$ cat config.mk
export PLATFORM = sky130hd
export DESIGN_NAME = ecis_ctrl
export DESIGN_NICKNAME = d
export VERILOG_FILES = /design/src/rtl/core/ecis_pkg.sv /design/src/rtl/core/ecis_ctrl.sv
export SDC_FILE = /design/constraint.sdc
export NUM_CORES = 1
export LEC_CHECK = 0
export CAP_MARGIN = 30
export CORE_AREA = 2 2 39 41
export CTS_CLUSTER_SIZE = 12
export DETAILED_ROUTE_END_ITERATION = 8
export DIE_AREA = 0 0 41 43
export DONT_BUFFER_PORTS = 1
export PLACE_DENSITY = 0.41
export RECOVER_POWER = 100
export REMOVE_ABC_BUFFERS = 1
export SYNTH_ARGS = -nofsm -noshare
export SYNTH_HDL_FRONTEND = slang
export SYNTH_SLANG_ARGS = --single-unit
export TNS_END_PERCENT = 1
$ cat constraint.sdc
create_clock -name clk -period 1.8 [get_ports clk]
set_clock_uncertainty 0.15 [all_clocks]
set_input_delay 0.27 -clock clk [delete_from_list [all_inputs] [get_ports clk]]
set_output_delay 0.27 -clock clk [all_outputs]
set_load 0.01 [all_outputs]
$ cat src/rtl/core/ecis_pkg.sv
// ============================================================================
// ecis_pkg
// Shared types and constants for the event census interval statistics block.
// ============================================================================
package ecis_pkg;

  // Number of event kinds tracked (1 to 64).
  localparam int NUM_KINDS = 35;
  localparam int KIND_W    = 6;
  localparam int IDX_W     = (NUM_KINDS > 1) ? $clog2(NUM_KINDS) : 1;

  // Configuration port.
  localparam int PADDR_W       = 3;
  localparam int PDATA_W       = 32;
  localparam logic REG_LIMIT   = 1'b0;   // register index, taken from paddr[2]
  localparam logic [7:0] LIMIT_RESET = 8'd128;

  // Item actions.
  localparam logic [1:0] ACT_CALL  = 2'd0;
  localparam logic [1:0] ACT_BEGIN = 2'd1;
  localparam logic [1:0] ACT_END   = 2'd2;
  localparam logic [1:0] ACT_READ  = 2'd3;

  typedef struct packed {
    logic [1:0]        action;
    logic [KIND_W-1:0] kind;
    logic [31:0]       elapsed_ticks;
  } in_item_t;

  typedef struct packed {
    logic        kind_valid;
    logic [31:0] current_count;
    logic [31:0] last_count;
    logic [31:0] pair_count;
    logic [31:0] total_count;
    logic [31:0] min_count;
    logic [31:0] max_count;
    logic [31:0] cost_sum;
    logic [7:0]  cost_samples;
    logic [31:0] cost_min;
    logic [31:0] cost_max;
    logic [31:0] intervals_closed;
  } out_item_t;

  // One statistics table entry per kind.
  typedef struct packed {
    logic [31:0] open_cnt;
    logic [31:0] last_cnt;
    logic [31:0] pair_sum;
    logic [31:0] total_sum;
    logic [31:0] min_cnt;
    logic [31:0] max_cnt;
    logic [31:0] cost_sum;
    logic [7:0]  cost_samples;
    logic [31:0] cost_min;
    logic [31:0] cost_max;
  } entry_t;

  localparam int ENTRY_W = $bits(entry_t);

  // Controller to datapath.
  typedef struct packed {
    logic load;     // latch the accepted request
    logic rd;       // read the entry at the current address
    logic adv;      // step the address and read the next entry
    logic wr;       // write back the updated entry
    logic finish;   // apply the block-wide effect of the request
    logic emit;     // move the result to the output register
  } cmd_t;

  // Datapath to controller.
  typedef struct packed {
    logic in_kind_ok;  // kind of the request on the input is in range
    logic last;        // current address is the last one of the walk
    logic out_free;    // output register can take a result this cycle
  } status_t;

endpackage

$ cat src/rtl/core/ecis_ctrl.sv
// ============================================================================
// ecis_ctrl
// Request sequencer: walks one entry for calls and reads, every entry for begin
// and end, none for an out-of-range kind, then hands the result to the output register.
// ============================================================================
module ecis_ctrl (
  input  logic             clk,
  input  logic             rst_n,
  input  logic             in_valid,
  output logic             in_stall,
  input  ecis_pkg::status_t status,
  output ecis_pkg::cmd_t    cmd
);

  localparam logic [1:0] ST_IDLE = 2'd0;
  localparam logic [1:0] ST_READ = 2'd1;
  localparam logic [1:0] ST_STEP = 2'd2;
  localparam logic [1:0] ST_OUT  = 2'd3;

  logic [1:0] state_r;
  logic [1:0] state_nxt;

  always_comb begin
    state_nxt = state_r;
    cmd       = '0;
    unique case (state_r)
      ST_IDLE: begin
        if (in_valid) begin
          cmd.load  = 1'b1;
          // An out-of-range kind touches nothing and reports straight away.
          state_nxt = status.in_kind_ok ? ST_READ : ST_OUT;
        end
      end
      ST_READ: begin
        cmd.rd    = 1'b1;
        state_nxt = ST_STEP;
      end
      ST_STEP: begin
        cmd.wr = 1'b1;
        if (status.last) begin
          cmd.finish = 1'b1;
          state_nxt  = ST_OUT;
        end else begin
          cmd.adv = 1'b1;
        end
      end
      ST_OUT: begin
        if (status.out_free) begin
          cmd.emit  = 1'b1;
          state_nxt = ST_IDLE;
        end
      end
      default: state_nxt = ST_IDLE;
    endcase
  end

  always_ff @(posedge clk) begin
    if (!rst_n) begin
      state_r <= ST_IDLE;
    end else begin
      state_r <= state_nxt;
    end
  end

  assign in_stall = (state_r != ST_IDLE);

endmodule

After elaboration in Yosys (flattened, before gate mapping)

Index checks and enable logic that the tools add are counted.

Equality and inequality tests: 6
Mux-type cells: 13
Reductions and logical operators: 3

Operators with widths:

| kind                 | count |
|---|---|
| $mux W2              | 4 |
| $pmux W2 S4          | 1 |
| $mux W1              | 7 |
| $ne A2 B2 Y1 const B | 3 |
| $eq A2 B2 Y1 const B | 2 |
| $mux W3              | 1 |
| $reduce_and A3 Y1    | 1 |
| $eq A2 B1 Y1 const B | 1 |
| $logic_not A2 Y1     | 1 |
| $reduce_bool A2 Y1   | 1 |

Bits in registers: 2
Input port bits: 6
Output and inout port bits: 7

Longest topological paths before layout

Word-level depth: 3
Depth in mapped cells: 5
Mapped depth without buffers: 5

Least setup slack after synthesis

OpenSTA, ideal clock, no wires.

Path type: flip-flop to flip-flop
Start point: register state_r[0]
End point: register state_r[1]
Data required time: 1.528 ns
Stages on the path, launching flop included: 6
Library setup time: 0.122 ns
Clock period less this slack: 1.536 ns
Setup slack: 0.264 ns
Data arrival time: 1.265 ns
Path buffers: 0
Cell sequence: dfxtp_1 -> inv_1 -> ha_1 -> nor2b_4 -> a221o_2 -> mux2i_1

Word-level cells in the longest chain between the ends: 3
Elaborated cells on any way between the ends: 9
Classes of those cells: 6 x eq/ne; 1 x mux; 2 x reduce/logical

RTL lines:

| element                                                 | RTL line        | RTL |
|---|---|---|
| start: declaration                                      | ecis_ctrl.sv:20 | `logic [1:0] state_r;` |
| start signal: assignment                                | ecis_ctrl.sv:61 | `state_r <= state_nxt;` |
| $eq A2 B2 Y1 / $logic_not A2 Y1 (equally long branches) | ecis_ctrl.sv:26 | `unique case (state_r)` |
| $ne A2 B2 Y1 (no line)                                  | n/a             |  |
| $reduce_and A3 Y1 (no line)                             | n/a             |  |

Parallel ways exist; a longest one is shown, timed or not.
A chain may end at the register's enable or synchronous reset.

==> out/metrics.csv <==
stage,metric,value,unit
layout,Layout area overhead,18.13,%
timing,Final Max Tran Viols,0,
layout,number of flip-flops under the largest register name,2,
route,DRT Wirelength,418,µm
layout,biggest regs,state_r: 2 flops,
clocking,cts hold-fix bufs,0,
clocking,post_cts resized,0,
route,metal1 wirelength,160,µm
timing,Final min period,1.680,ns
power,Leak,0.1233,nW
power,switching power,172.9,µW
timing,Worst slew margin,0.8095,
grt,global route total overflow,0,
critical_path,CP max FO,4,
route,Met3 Wirelength,79,µm
timing,Worst Max-Slew Pin Slew,0.2852,ns
timing,final hold vios,0,
clocking,Worst-path clk slew,0.03,ns
synth,number of synthesis warnings,0,
route,Vias,175,
placed_design,port bufs,0,
clocking,CTS root buffer,clkbuf_4,
floorplanning,# IOs,13,
clocking,H-Tree Depth,1,
clocking,setup bufs post-CTS,0,
floorplanning,initial core utilization,0.1546,
critical_path,CP endpoint kind,output port,
run,maxcap violations,0,
grt,vias in the first global route,153,
grt,initial antenna violation count,0,
timing,maximum clock frequency,595.2,MHz
layout,share of layout cells above drive strength 1,0.1724,
layout,fill cell count,156,
floorplanning,core area,1384,µm²
route,ANT nets after route,0,
critical_path,Setup CP Type,flip-flop to output port,
synth,register area share after synthesis,0.1871,
synth,Synth Register Bits,2,
floorplanning,Die W,41,µm
power,VDD IR max,0.0003231,V
critical_path,Critical Path AT,1.26,ns
timing,part of the cycle the worst path needs,0.9334,
synth,Syn Inst Count,25,
floorplanning,Die Ht,43,µm
timing,Final setup viols,0,
power,Sw Share,0.4274,
timing,Fin Setup TNS,0,ns
worst_hold_path,worst hold path type,input port to flip-flop,
synth,average cell area after synthesis,8.558,µm²
route,metal2 WL,156,µm
layout,diodes inserted,0,
critical_path,Startpoint Class,flip-flop,
route,Initial DRC Count,1,
power,Clock power frac,0.250,
timing,Min Hold Slack,0.04753,ns
run_status,outcome,completed,
power,Sequential Power Share,0.212,
power,Gate power share,0.538,
synth,Post-Syn Area,214.0,µm²
critical_path,Critical Path RT,1.38,ns
placed_design,GPL Wtd Cong,0.6057,
clocking,Clock Sinks,2,
route,via/cell ratio,3.889,
placed_design,HPWL Detailed,344.4,µm
grt,first-pass GRT wire length,607,µm
clocking,Worst-Skew Late Latency,0.23,ns
timing,RSZ-0062 raised after global routing,no,
power,Cell Int Power,231.7,µW
clocking,CTS tree,done,
layout,# nets final,42,
grt,largest net degree at the start of global routing,5,
route,Avg WL per Cell,9.289,µm
route,DRT Pass-1 Iters,2,
route,DR top layer,met4,
layout,Biggest register,state_r,
power,pwr dens,1601,nW/µm²
grt,GRT Util Overall,0.05611,
synth,synth unique cells,12,
clocking,CTS max path bufs,2,
route,DRC errors left,0,
floorplanning,die area,1763,µm²
clocking,Inserted Clock Buffers,3,
floorplanning,row cnt,14,
cell usage after synthesis:
library cell  number  area (µm²)
ha_1               5       62.56
inv_1              5       18.77
dfxtp_1            2       40.04
mux2i_1            2       20.02
nand2_1            2       7.510
nor2b_1            2       12.51
o21ai_0            2       10.01
a221o_2            1       11.26
and2_1             1       6.260
and2_2             1       7.510
nor2_1             1       3.750
nor2b_4            1       13.76
per-stage QoR:
stage	setup slack, ns	utilization	total power, mW	cell area, µm²	cells
after global placement	0.2747	0.1745	0.3292	241.5	42
final	0.1200	0.1826	0.4046	252.7	45
after CTS	0.1116	0.1908	0.4348	264.0	45
after global routing	0.04797	0.1826	0.4593	252.7	45
after detailed placement	0.2478	0.1745	0.3244	241.5	42
after floorplan	0.2635	-	0.2747	214.0	25
power by group through the flow:
stage          Sequential [mW]  Clock [mW]  Combinational, mW
6_report                0.0858       0.101              0.217
2_1_floorplan           0.0818           0              0.193
5_1_grt                 0.0891       0.109              0.262
3_3_place_gp            0.0848           0              0.244
4_1_cts                 0.0864       0.108              0.241
3_5_place_dp            0.0872           0              0.237
worst paths after layout:
check                     startpoint                      end  slack (ns)  cells past startpoint
max          state_r[0]$_SDFFE_PN0P_                   cmd[1]        0.12                      4
min                            rst_n  state_r[0]$_SDFFE_PN0P_        0.05                      2
max reg2reg  state_r[0]$_SDFFE_PN0P_  state_r[1]$_SDFFE_PN0P_        0.21                      5
min reg2reg  state_r[1]$_SDFFE_PN0P_  state_r[1]$_SDFFE_PN0P_        0.35                      2
worst max-delay path: stages, from the launching register on:
cell	delay, ns
dfxtp_1	0.37
inv_1	0.10
ha_1	0.21
clkbuf_1	0.15
and2_2	0.21
cell families after synthesis:
group                      share of synthesized area
and+or+nand+nor                               0.2398
buffers and inverters                        0.08773
adders and majority gates                     0.2924
AOI/OAI and AO/OA                            0.09941
muxes                                        0.09357
DFF                                           0.1871
cell usage in the layout, fill, tap and decap left out:
cell type,count
inv_1,5
clkbuf_4,3
dfxtp_1,2
nand2_1,2
and2_0,1
o21ai_0,2
a221o_2,1
nor2_1,1
and2_2,1
clkbuf_1,1
nor2b_1,3
mux2i_1,2
ha_1,5
routing by layer:
metal | GRT usage | vias up
met2 | 0.06875 | 14
met4 | 0.06000 | 0
met1 | 0.05112 | 70
met5 | 0 | -
li1 | - | 89
met3 | 0.04712 | 2
area by class of cell:
class	instances	area (µm²)	area share
clock buffers	3	22.52	0.08911
inverters	5	18.77	0.07426
multi-input cells	18	147.6	0.5842
well taps	16	20.02	0.07921
repair buffers	1	3.754	0.01485
flip-flops and latches	2	40.04	0.1584
Power figures use the tool's default switching activity.
